$ cat config.mk
export PLATFORM = sky130hd
export DESIGN_NAME = dual_wheel_velocity_controller_unit
export DESIGN_NICKNAME = d
export VERILOG_FILES = /design/src/rtl/dwvc_pkg.sv /design/src/rtl/dual_wheel_velocity_controller_unit.sv /design/src/rtl/dwvc_regs.sv /design/src/rtl/dwvc_profile.sv /design/src/rtl/dwvc_lane.sv
export SDC_FILE = /design/constraint.sdc
export NUM_CORES = 2
export LEC_CHECK = 0
export BUFFER_PORTS_ARGS = -buffer_cell sky130_fd_sc_hd__buf_2
export CAP_MARGIN = 20
export CELL_PAD_IN_SITES_DETAIL_PLACEMENT = 1
export CELL_PAD_IN_SITES_GLOBAL_PLACEMENT = 1
export CORE_MARGIN = 3
export CORE_UTILIZATION = 45
export DETAILED_ROUTE_END_ITERATION = 8
export MAX_ROUTING_LAYER = met4
export PLACE_DENSITY_LB_ADDON = 0.3
export SYNTH_ARGS = -nofsm -noshare
export SYNTH_HDL_FRONTEND = slang
export SYNTH_SLANG_ARGS = --single-unit
$ cat constraint.sdc
create_clock -name aclk -period 10.9 [get_ports aclk]
set_clock_uncertainty 0.1 [all_clocks]
set_input_delay 1.635 -clock aclk [delete_from_list [all_inputs] [get_ports aclk]]
set_output_delay 1.635 -clock aclk [all_outputs]
set_load 0.1 [all_outputs]
$ cat src/rtl/dwvc_pkg.sv
// shared types, constants and register map of the dual wheel velocity controller
package dwvc_pkg;

    // lanes and field widths
    localparam int NUM_LANES   = 2;
    localparam int COUNT_W     = 16;
    localparam int DRIVE_W     = 14;
    localparam int TARGET_W    = 13;
    localparam int TC_W        = 12;
    localparam int GAIN_W      = 18;
    localparam int ERR_W       = 18;
    localparam int PHASE_W     = 7;
    localparam int FRAC_W      = 16;
    localparam int PROD_W      = GAIN_W + 1 + ERR_W;
    localparam int INC_W       = PROD_W + 1;
    localparam int PIPE_STAGES = 4;

    // defaults for the top level parameters
    localparam int DRIVE_LIMIT_DEF    = 7199;
    localparam int PROFILE_LENGTH_DEF = 80;

    // speed profile segment ends
    localparam int FWD_END  = 30;
    localparam int STOP_END = 40;
    localparam int REV_END  = 70;

    // register port
    localparam int APB_DATA_W = 32;
    localparam int APB_ADDR_W = 5;
    localparam int REG_IDX_W  = APB_ADDR_W - 2;

    typedef enum logic [REG_IDX_W-1:0] {
        REG_TARGET_COUNTS    = 3'd0,
        REG_KP_FORWARD_LEFT  = 3'd1,
        REG_KP_REVERSE_LEFT  = 3'd2,
        REG_KD_LEFT          = 3'd3,
        REG_KP_FORWARD_RIGHT = 3'd4,
        REG_KP_REVERSE_RIGHT = 3'd5,
        REG_KD_RIGHT         = 3'd6
    } reg_idx_t;

    // register reset values
    localparam logic [TC_W-1:0]   TARGET_COUNTS_RST    = 12'd280;
    localparam logic [GAIN_W-1:0] KP_FORWARD_LEFT_RST  = 18'd65536;
    localparam logic [GAIN_W-1:0] KP_REVERSE_LEFT_RST  = 18'd78643;
    localparam logic [GAIN_W-1:0] KD_LEFT_RST          = 18'd197;
    localparam logic [GAIN_W-1:0] KP_FORWARD_RIGHT_RST = 18'd75366;
    localparam logic [GAIN_W-1:0] KP_REVERSE_RIGHT_RST = 18'd77332;
    localparam logic [GAIN_W-1:0] KD_RIGHT_RST         = 18'd151;

    // lane index 0 is the left wheel, 1 the right wheel
    typedef struct packed {
        logic [TC_W-1:0]                  target_counts;
        logic [NUM_LANES-1:0][GAIN_W-1:0] kp_fwd;
        logic [NUM_LANES-1:0][GAIN_W-1:0] kp_rev;
        logic [NUM_LANES-1:0][GAIN_W-1:0] kd;
    } cfg_t;

    // pipeline control shared by both lanes
    typedef struct packed {
        logic adv;     // whole pipeline moves one stage
        logic accept;  // input transfer this cycle
        logic rev;     // target of the item entering is negative
        logic commit;  // item in the last arithmetic stage updates the drive
    } lane_ctrl_t;

endpackage

$ cat src/rtl/dual_wheel_velocity_controller_unit.sv
// top level of the dual wheel incremental pid velocity controller
// Each input transfer is one control tick carrying the left and right encoder counts.
// The block steps a built-in speed profile (forward, stop, reverse, stop over
// PROFILE_LENGTH ticks), forms one common target, and updates the drive of each wheel
// incrementally with Q16 proportional and derivative gains, truncating toward zero and
// saturating to +-DRIVE_LIMIT. Both wheels are computed in two identical lanes side by
// side and merged into one result transfer holding both drives and the target used.
// A new tick is taken every cycle unless a result waits untaken; each tick passes through
// the four pipeline registers: error, gain products, increment add, and the drive
// accumulate/saturate register which is also the output register. Back pressure on
// the result side holds the whole pipeline. Gains and target are set over the
// APB-style port at byte address 4*i in register order and should be written
// while no tick is in flight.
module dual_wheel_velocity_controller_unit #(
    parameter int DRIVE_LIMIT    = dwvc_pkg::DRIVE_LIMIT_DEF,
    parameter int PROFILE_LENGTH = dwvc_pkg::PROFILE_LENGTH_DEF
) (
    input  logic                                  aclk,
    input  logic                                  aresetn,
    // apb-style configuration port
    input  logic                                  psel,
    input  logic                                  penable,
    input  logic                                  pwrite,
    input  logic [dwvc_pkg::APB_ADDR_W-1:0]       paddr,
    input  logic [dwvc_pkg::APB_DATA_W-1:0]       pwdata,
    output logic [dwvc_pkg::APB_DATA_W-1:0]       prdata,
    output logic                                  pready,
    // encoder counts in
    input  logic                                  s_valid,
    output logic                                  s_ready,
    input  logic signed [dwvc_pkg::COUNT_W-1:0]   s_left_count,
    input  logic signed [dwvc_pkg::COUNT_W-1:0]   s_right_count,
    // drives out
    output logic                                  m_valid,
    input  logic                                  m_ready,
    output logic signed [dwvc_pkg::DRIVE_W-1:0]   m_drive_left,
    output logic signed [dwvc_pkg::DRIVE_W-1:0]   m_drive_right,
    output logic signed [dwvc_pkg::TARGET_W-1:0]  m_target_now
);

    localparam int ACC_W = $clog2(DRIVE_LIMIT + 1) + 1;
    localparam int PS    = dwvc_pkg::PIPE_STAGES;

    dwvc_pkg::cfg_t                        cfg;
    dwvc_pkg::lane_ctrl_t                  ctrl;
    logic                                  adv;
    logic                                  accept;
    logic signed [dwvc_pkg::TARGET_W-1:0]  target_c;
    logic [PS:1]                           vld_reg;
    logic signed [dwvc_pkg::TARGET_W-1:0]  tgt_reg [1:PS];
    logic signed [dwvc_pkg::COUNT_W-1:0]   lane_count [dwvc_pkg::NUM_LANES];
    logic signed [ACC_W-1:0]               lane_drive [dwvc_pkg::NUM_LANES];

    // configuration registers
    dwvc_regs u_regs (
        .aclk    (aclk),
        .aresetn (aresetn),
        .psel    (psel),
        .penable (penable),
        .pwrite  (pwrite),
        .paddr   (paddr),
        .pwdata  (pwdata),
        .prdata  (prdata),
        .pready  (pready),
        .cfg     (cfg)
    );

    // pipeline flow: everything moves unless a result is waiting and not taken
    assign adv     = !vld_reg[PS] || m_ready;
    assign s_ready = adv;
    assign accept  = s_valid && adv;

    // speed profile
    dwvc_profile #(
        .PROFILE_LENGTH (PROFILE_LENGTH)
    ) u_profile (
        .aclk          (aclk),
        .aresetn       (aresetn),
        .accept        (accept),
        .target_counts (cfg.target_counts),
        .target        (target_c)
    );

    always_comb begin
        ctrl.adv    = adv;
        ctrl.accept = accept;
        ctrl.rev    = target_c < 0;
        ctrl.commit = adv && vld_reg[PS-1];
    end

    // wheel lanes
    assign lane_count[0] = s_left_count;
    assign lane_count[1] = s_right_count;

    for (genvar g = 0; g < dwvc_pkg::NUM_LANES; g++) begin : g_lane
        dwvc_lane #(
            .DRIVE_LIMIT (DRIVE_LIMIT)
        ) u_lane (
            .aclk    (aclk),
            .aresetn (aresetn),
            .ctrl    (ctrl),
            .target  (target_c),
            .count   (lane_count[g]),
            .kp_fwd  (cfg.kp_fwd[g]),
            .kp_rev  (cfg.kp_rev[g]),
            .kd      (cfg.kd[g]),
            .drive   (lane_drive[g])
        );
    end

    // valid and target travel alongside the lanes
    always_ff @(posedge aclk) begin
        if (!aresetn) begin
            vld_reg <= '0;
        end else if (adv) begin
            vld_reg <= {vld_reg[PS-1:1], accept};
        end
    end

    always_ff @(posedge aclk) begin
        if (adv) begin
            tgt_reg[1] <= target_c;
            for (int k = 2; k <= PS; k++) begin
                tgt_reg[k] <= tgt_reg[k-1];
            end
        end
    end

    // merge lanes into one result transfer
    assign m_valid       = vld_reg[PS];
    assign m_drive_left  = dwvc_pkg::DRIVE_W'(lane_drive[0]);
    assign m_drive_right = dwvc_pkg::DRIVE_W'(lane_drive[1]);
    assign m_target_now  = tgt_reg[PS];

    a_accept_enters: assert property (@(posedge aclk) disable iff (!aresetn)
        accept |=> vld_reg[1])
        else $error("accepted transfer did not enter the pipeline");

    a_commit_shows: assert property (@(posedge aclk) disable iff (!aresetn)
        ctrl.commit |=> m_valid)
        else $error("drive update without a result");

    a_stall_freezes: assert property (@(posedge aclk) disable iff (!aresetn)
        (m_valid && !m_ready) |=> $stable(vld_reg) && $stable(lane_drive[0])
            && $stable(lane_drive[1]))
        else $error("pipeline moved while the result was stalled");

endmodule

$ cat src/rtl/dwvc_regs.sv
// configuration register file behind the apb-style port
module dwvc_regs (
    input  logic                             aclk,
    input  logic                             aresetn,
    input  logic                             psel,
    input  logic                             penable,
    input  logic                             pwrite,
    input  logic [dwvc_pkg::APB_ADDR_W-1:0]  paddr,
    input  logic [dwvc_pkg::APB_DATA_W-1:0]  pwdata,
    output logic [dwvc_pkg::APB_DATA_W-1:0]  prdata,
    output logic                             pready,
    output dwvc_pkg::cfg_t                   cfg
);

    dwvc_pkg::cfg_t      cfg_reg;
    dwvc_pkg::cfg_t      cfg_next;
    dwvc_pkg::reg_idx_t  idx;
    logic                wr_en;

    assign idx    = dwvc_pkg::reg_idx_t'(paddr[dwvc_pkg::APB_ADDR_W-1:2]);
    assign wr_en  = psel && penable && pwrite;
    assign pready = 1'b1;
    assign cfg    = cfg_reg;

    // write decode
    always_comb begin
        cfg_next = cfg_reg;
        if (wr_en) begin
            unique case (idx)
                dwvc_pkg::REG_TARGET_COUNTS:
                    cfg_next.target_counts = pwdata[dwvc_pkg::TC_W-1:0];
                dwvc_pkg::REG_KP_FORWARD_LEFT:
                    cfg_next.kp_fwd[0] = pwdata[dwvc_pkg::GAIN_W-1:0];
                dwvc_pkg::REG_KP_REVERSE_LEFT:
                    cfg_next.kp_rev[0] = pwdata[dwvc_pkg::GAIN_W-1:0];
                dwvc_pkg::REG_KD_LEFT:
                    cfg_next.kd[0] = pwdata[dwvc_pkg::GAIN_W-1:0];
                dwvc_pkg::REG_KP_FORWARD_RIGHT:
                    cfg_next.kp_fwd[1] = pwdata[dwvc_pkg::GAIN_W-1:0];
                dwvc_pkg::REG_KP_REVERSE_RIGHT:
                    cfg_next.kp_rev[1] = pwdata[dwvc_pkg::GAIN_W-1:0];
                dwvc_pkg::REG_KD_RIGHT:
                    cfg_next.kd[1] = pwdata[dwvc_pkg::GAIN_W-1:0];
                default: ;
            endcase
        end
    end

    always_ff @(posedge aclk) begin
        if (!aresetn) begin
            cfg_reg.target_counts <= dwvc_pkg::TARGET_COUNTS_RST;
            cfg_reg.kp_fwd[0]     <= dwvc_pkg::KP_FORWARD_LEFT_RST;
            cfg_reg.kp_rev[0]     <= dwvc_pkg::KP_REVERSE_LEFT_RST;
            cfg_reg.kd[0]         <= dwvc_pkg::KD_LEFT_RST;
            cfg_reg.kp_fwd[1]     <= dwvc_pkg::KP_FORWARD_RIGHT_RST;
            cfg_reg.kp_rev[1]     <= dwvc_pkg::KP_REVERSE_RIGHT_RST;
            cfg_reg.kd[1]         <= dwvc_pkg::KD_RIGHT_RST;
        end else begin
            cfg_reg <= cfg_next;
        end
    end

    // read mux
    always_comb begin
        prdata = '0;
        unique case (idx)
            dwvc_pkg::REG_TARGET_COUNTS:
                prdata = dwvc_pkg::APB_DATA_W'(cfg_reg.target_counts);
            dwvc_pkg::REG_KP_FORWARD_LEFT:
                prdata = dwvc_pkg::APB_DATA_W'(cfg_reg.kp_fwd[0]);
            dwvc_pkg::REG_KP_REVERSE_LEFT:
                prdata = dwvc_pkg::APB_DATA_W'(cfg_reg.kp_rev[0]);
            dwvc_pkg::REG_KD_LEFT:
                prdata = dwvc_pkg::APB_DATA_W'(cfg_reg.kd[0]);
            dwvc_pkg::REG_KP_FORWARD_RIGHT:
                prdata = dwvc_pkg::APB_DATA_W'(cfg_reg.kp_fwd[1]);
            dwvc_pkg::REG_KP_REVERSE_RIGHT:
                prdata = dwvc_pkg::APB_DATA_W'(cfg_reg.kp_rev[1]);
            dwvc_pkg::REG_KD_RIGHT:
                prdata = dwvc_pkg::APB_DATA_W'(cfg_reg.kd[1]);
            default: prdata = '0;
        endcase
    end

endmodule

$ cat src/rtl/dwvc_profile.sv
// speed profile phase counter and common target generator
module dwvc_profile #(
    parameter int PROFILE_LENGTH = dwvc_pkg::PROFILE_LENGTH_DEF
) (
    input  logic                                aclk,
    input  logic                                aresetn,
    input  logic                                accept,
    input  logic [dwvc_pkg::TC_W-1:0]           target_counts,
    output logic signed [dwvc_pkg::TARGET_W-1:0] target
);

    localparam logic [dwvc_pkg::PHASE_W-1:0] LAST_PHASE =
        dwvc_pkg::PHASE_W'(PROFILE_LENGTH - 1);
    localparam logic [dwvc_pkg::PHASE_W-1:0] PH_FWD_END  =
        dwvc_pkg::PHASE_W'(dwvc_pkg::FWD_END);
    localparam logic [dwvc_pkg::PHASE_W-1:0] PH_STOP_END =
        dwvc_pkg::PHASE_W'(dwvc_pkg::STOP_END);
    localparam logic [dwvc_pkg::PHASE_W-1:0] PH_REV_END  =
        dwvc_pkg::PHASE_W'(dwvc_pkg::REV_END);

    logic [dwvc_pkg::PHASE_W-1:0]         phase_reg;
    logic [dwvc_pkg::PHASE_W-1:0]         phase_next;
    logic signed [dwvc_pkg::TARGET_W-1:0] tc_pos;

    // phase advances on every transfer and wraps at the profile length
    always_comb begin
        phase_next = (phase_reg == LAST_PHASE) ? '0 : phase_reg + 1'b1;
    end

    always_ff @(posedge aclk) begin
        if (!aresetn) begin
            phase_reg <= '0;
        end else if (accept) begin
            phase_reg <= phase_next;
        end
    end

    // target for the phase the item lands in
    assign tc_pos = $signed({1'b0, target_counts});

    always_comb begin
        priority if (phase_next < PH_FWD_END) begin
            target = tc_pos;
        end else if (phase_next < PH_STOP_END) begin
            target = '0;
        end else if (phase_next < PH_REV_END) begin
            target = -tc_pos;
        end else begin
            target = '0;
        end
    end

    a_phase_range: assert property (@(posedge aclk) disable iff (!aresetn)
        phase_reg <= LAST_PHASE)
        else $error("profile phase beyond profile length");

    a_phase_hold: assert property (@(posedge aclk) disable iff (!aresetn)
        !accept |=> $stable(phase_reg))
        else $error("profile phase moved without a transfer");

endmodule

$ cat src/rtl/dwvc_lane.sv
// one wheel lane: error, gain products, increment sum, truncate and saturate
module dwvc_lane #(
    parameter int DRIVE_LIMIT = dwvc_pkg::DRIVE_LIMIT_DEF,
    localparam int ACC_W = $clog2(DRIVE_LIMIT + 1) + 1
) (
    input  logic                                  aclk,
    input  logic                                  aresetn,
    input  dwvc_pkg::lane_ctrl_t                  ctrl,
    input  logic signed [dwvc_pkg::TARGET_W-1:0]  target,
    input  logic signed [dwvc_pkg::COUNT_W-1:0]   count,
    input  logic [dwvc_pkg::GAIN_W-1:0]           kp_fwd,
    input  logic [dwvc_pkg::GAIN_W-1:0]           kp_rev,
    input  logic [dwvc_pkg::GAIN_W-1:0]           kd,
    output logic signed [ACC_W-1:0]               drive
);

    localparam int WHOLE_W = dwvc_pkg::INC_W - dwvc_pkg::FRAC_W;
    localparam int Q_W     = WHOLE_W + 2;
    localparam logic signed [Q_W-1:0]   LIM_Q = Q_W'(DRIVE_LIMIT);
    localparam logic signed [ACC_W-1:0] LIM_A = ACC_W'(DRIVE_LIMIT);

    logic signed [dwvc_pkg::ERR_W-1:0]  err_c;
    logic signed [dwvc_pkg::ERR_W-1:0]  derr_c;
    logic signed [dwvc_pkg::ERR_W-1:0]  last_err_reg;
    logic signed [dwvc_pkg::ERR_W-1:0]  err_s1_reg;
    logic signed [dwvc_pkg::ERR_W-1:0]  derr_s1_reg;
    logic                               rev_s1_reg;
    logic [dwvc_pkg::GAIN_W-1:0]        kp_sel;
    logic signed [dwvc_pkg::PROD_W-1:0] pp_c;
    logic signed [dwvc_pkg::PROD_W-1:0] pd_c;
    logic signed [dwvc_pkg::PROD_W-1:0] pp_s2_reg;
    logic signed [dwvc_pkg::PROD_W-1:0] pd_s2_reg;
    logic signed [dwvc_pkg::INC_W-1:0]  inc_s3_reg;
    logic signed [WHOLE_W-1:0]          whole_c;
    logic signed [Q_W-1:0]              q_floor_c;
    logic                               frac_nz;
    logic                               round_up;
    logic signed [Q_W-1:0]              q_c;
    logic signed [ACC_W-1:0]            acc_reg;
    logic signed [ACC_W-1:0]            acc_next;

    // stage 0: error against target and its change since the last tick
    assign err_c  = dwvc_pkg::ERR_W'(target) - dwvc_pkg::ERR_W'(count);
    assign derr_c = err_c - last_err_reg;

    always_ff @(posedge aclk) begin
        if (!aresetn) begin
            last_err_reg <= '0;
        end else if (ctrl.accept) begin
            last_err_reg <= err_c;
        end
    end

    always_ff @(posedge aclk) begin
        if (ctrl.adv) begin
            err_s1_reg  <= err_c;
            derr_s1_reg <= derr_c;
            rev_s1_reg  <= ctrl.rev;
        end
    end

    // stage 1: proportional and derivative products
    assign kp_sel = rev_s1_reg ? kp_rev : kp_fwd;
    assign pp_c   = $signed({1'b0, kp_sel}) * err_s1_reg;
    assign pd_c   = $signed({1'b0, kd}) * derr_s1_reg;

    always_ff @(posedge aclk) begin
        if (ctrl.adv) begin
            pp_s2_reg <= pp_c;
            pd_s2_reg <= pd_c;
        end
    end

    // stage 2: q16 increment
    always_ff @(posedge aclk) begin
        if (ctrl.adv) begin
            inc_s3_reg <= dwvc_pkg::INC_W'(pp_s2_reg) + dwvc_pkg::INC_W'(pd_s2_reg);
        end
    end

    // stage 3: add to drive, truncate toward zero, saturate
    // the old drive has no fraction, so the floor of the new sum is the drive plus the
    // floored increment; a negative sum with a fraction left moves up by one
    assign whole_c   = inc_s3_reg[dwvc_pkg::INC_W-1:dwvc_pkg::FRAC_W];
    assign frac_nz   = |inc_s3_reg[dwvc_pkg::FRAC_W-1:0];
    assign q_floor_c = Q_W'(acc_reg) + Q_W'(whole_c);
    assign round_up  = q_floor_c[Q_W-1] && frac_nz;

    always_comb begin
        q_c = q_floor_c + {{(Q_W-1){1'b0}}, round_up};
        if (q_c > LIM_Q) begin
            acc_next = LIM_A;
        end else if (q_c < -LIM_Q) begin
            acc_next = -LIM_A;
        end else begin
            acc_next = q_c[ACC_W-1:0];
        end
    end

    always_ff @(posedge aclk) begin
        if (!aresetn) begin
            acc_reg <= '0;
        end else if (ctrl.commit) begin
            acc_reg <= acc_next;
        end
    end

    assign drive = acc_reg;

    a_drive_limit: assert property (@(posedge aclk) disable iff (!aresetn)
        (acc_reg <= LIM_A) && (acc_reg >= -LIM_A))
        else $error("lane drive outside the saturation limit");

endmodule

==> results.py <==
metrics = {
    "worst_setup_path": {
        "start_kind": "flop",
        "critPathKind": "flop to flop",
        "endpoint_kind": "flop",
        "cp.required_ns": 11.22,
        "cp.arrival_ns": 9.61,
        "crit_fanout": 20,
    },
    "cts": {
        "h-tree-depth": 3,
        "cts_made_buffers": 66,
        "cts_root_buffer": "clkbuf_16",
        "clk_path_buf_depth": 3,
        "cts.sinks": 537,
        "cts.clk_slew.worst_paths_ns": 0.06,
        "hold_buffers": 0,
        "cts-resized-gates": 0,
        "clock_latency_ns": 0.65,
        "cts_setup_buffers": 0,
        "cts_tree": "yes",
    },
    "placement": {
        "portBuffers": 120,
        "place_ws_ns": 1.63,
        "dp_hpwl_mm": 170,
        "place.gp.congestion": 0.922,
    },
    "layout": {
        "drive_gt1_share_pct": 5.08,
        "layout_common_cells": "inv_1, nand2_1, fa_1",
        "layout_commonest_cell": "inv_1",
        "largest_reg_flops": 120,
        "area.growth.synth_to_final_pct": 6.44,
        "fin_nets": 9466,
    },
    "sta": {
        "setup_viol": 0,
        "timing.final.crit_share_pct": 85.2,
        "fin_ws_ns": 1.61,
        "tns_ns": 0,
        "worst_pin_slew_ns": 1.15,
        "rsz0062_at_grt": "no",
        "fin_crit_ns": 9.29,
        "holdWs_ns": 0.306,
        "slew_headroom_pct": 22.6,
        "drv_slew": 0,
        "hold_viol": 0,
        "fmax_ghz": 0.108,
    },
    "routing": {
        "firstDrtPassIters": 5,
        "wl_mm": 214,
        "drc": 0,
        "via_per_inst": 5.52,
        "drt-initial-drc-count": 3218,
        "ant_nets": 0,
        "avgRoutedWirePerCell_um": 21.9,
        "via_count": 54000,
    },
    "global_route": {
        "grt_max_degree": 119,
        "grt_pass1_vias": 60500,
        "grt_use_met3_pct": 2.87,
        "grtUsageTotal_pct": 27.4,
        "use_met1_pct": 32.5,
        "grt_pass1_wl_mm": 338,
        "top_usage_layer": "met2",
        "antenna_found_initial": 27,
        "overflow": 0,
        "use_met2_pct": 47.2,
    },
    "yosys": {
        "syn_avg_cell_area_sq_um": 9.14,
        "async_reset_ff_share_pct": 0,
        "syn_area_sq_mm": 0.0708,
        "synth_edf_count": 344,
        "ys_warn_count": 0,
        "ys.flop_type": "edfxtp_1",
        "synthCells": 7749,
        "ys_seq_area_share_pct": 20.0,
        "ys_types": 96,
        "synth_seq_cells": 537,
    },
    "die": {
        "start_util_pct": 45.6,
        "io_pins": 152,
        "core-area_sq_mm": 0.155,
        "rows": 144,
        "design.die.area_sq_mm": 0.162,
        "fp.dieW_um": 403,
        "die_h_um": 403,
    },
    "worst_hold_path": {
        "hold_path.class": "flop to flop",
    },
    "job": {
        "max_cap_viol_count": 0,
    },
    "status": {
        "status": "completed",
    },
}
[kinds of logic after synthesis]
kind of cell	Yosys count	share of synthesized area [%]
other	2	0.0106
AOI/OAI and AO/OA	999	9.02
buffers and inverters	1720	9.29
and+or+nand+nor	2423	16.1
adders and majority gates	1714	40.8
xor gates and xnor gates	286	3.57
DFF	537	20.0
muxes	68	1.11
[synthesized netlist by cell type (all sizes together) (14+ instances only)]
library cell,instances,area (sq um)
a211oi,28,228
a21boi,19,143
a21o,108,811
a21oi,368,1860
a221oi,14,135
a31oi,34,213
and2,489,3060
and3,25,156
buf,50,310
clkbuf,277,1040
dfxtp,193,3860
edfxtp,344,10300
fa,998,20000
ha,716,8960
inv,1392,5230
mux2,42,473
mux2i,22,220
nand2,1152,4320
nand2b,69,432
nand3,99,505
nand4,25,163
nor2,305,1140
nor2b,87,547
nor3,60,300
nor4,19,140
o211ai,25,188
o21a,49,368
o21ai,178,895
o21bai,29,218
o31ai,16,120
or2,27,169
or3,34,213
xnor2,200,1770
xor2,86,761
[layer usage]
layer | vias to the layer above | wire, um
met5 | - | 0
li1 | 24400 | -
met4 | 0 | 11000
met1 | 27800 | 84700
met3 | 495 | 11200
met2 | 1331 | 107000
[cell type report]
type / instances / area, sq um
antenna: 16 / 40.0
multi-input combinational: 5505 / 50100
sequential: 537 / 14200
inverter: 1393 / 5240
clock inverter: 36 / 380
clock buffer: 85 / 1770
timing repair buffer: 173 / 1100
fill: 17800 / 79900
tap: 2044 / 2560
[path summary, 6_finish.rpt]
| path | startpoint | to | slack, ns | depth (start not counted) |
|---|---|---|---|---|
| setup / recovery | tgt_reg[0][25] | g_lane[1].u_lane.pp_s2_reg[34] | 1.61 | 24 |
| setup reg to reg | tgt_reg[0][25] | g_lane[1].u_lane.pp_s2_reg[34] | 1.61 | 24 |
| hold / removal | tgt_reg[0][33] | tgt_reg[0][46] | 0.31 | 0 |
| hold reg to reg | tgt_reg[0][33] | tgt_reg[0][46] | 0.31 | 0 |
[worst max-delay path, stage by stage (launching register included)]
cell      delay, ns
edfxtp_1       0.75
buf_4          0.45
mux2_2         0.59
and2_1         0.28
fa_1           0.50
inv_1          0.06
fa_1           0.54
fa_1           0.47
fa_1           0.57
inv_1          0.07
fa_1           0.51
inv_1          0.07
fa_1           0.49
inv_1          0.05
ha_1           0.21
or3_1          0.41
o311ai_0       0.88
o22ai_1        0.26
o41ai_1        0.57
o21ai_0        0.29
o21a_1         0.28
a21oi_1        0.25
o21ai_0        0.14
a21oi_1        0.20
xnor2_1        0.08
[through the flow]
step	utilization, %	area, sq um	std cells
2_1_floorplan	-	70900	7762
3_3_place_gp	47.0	73100	9644
3_5_place_dp	47.1	73100	9645
4_1_cts	48.4	75200	9766
5_1_grt	48.5	75400	9781
6_report	48.6	75400	9789
Power is not shown: default switching activity piles up to over one toggle a cycle in this logic, so the estimate is an artifact.
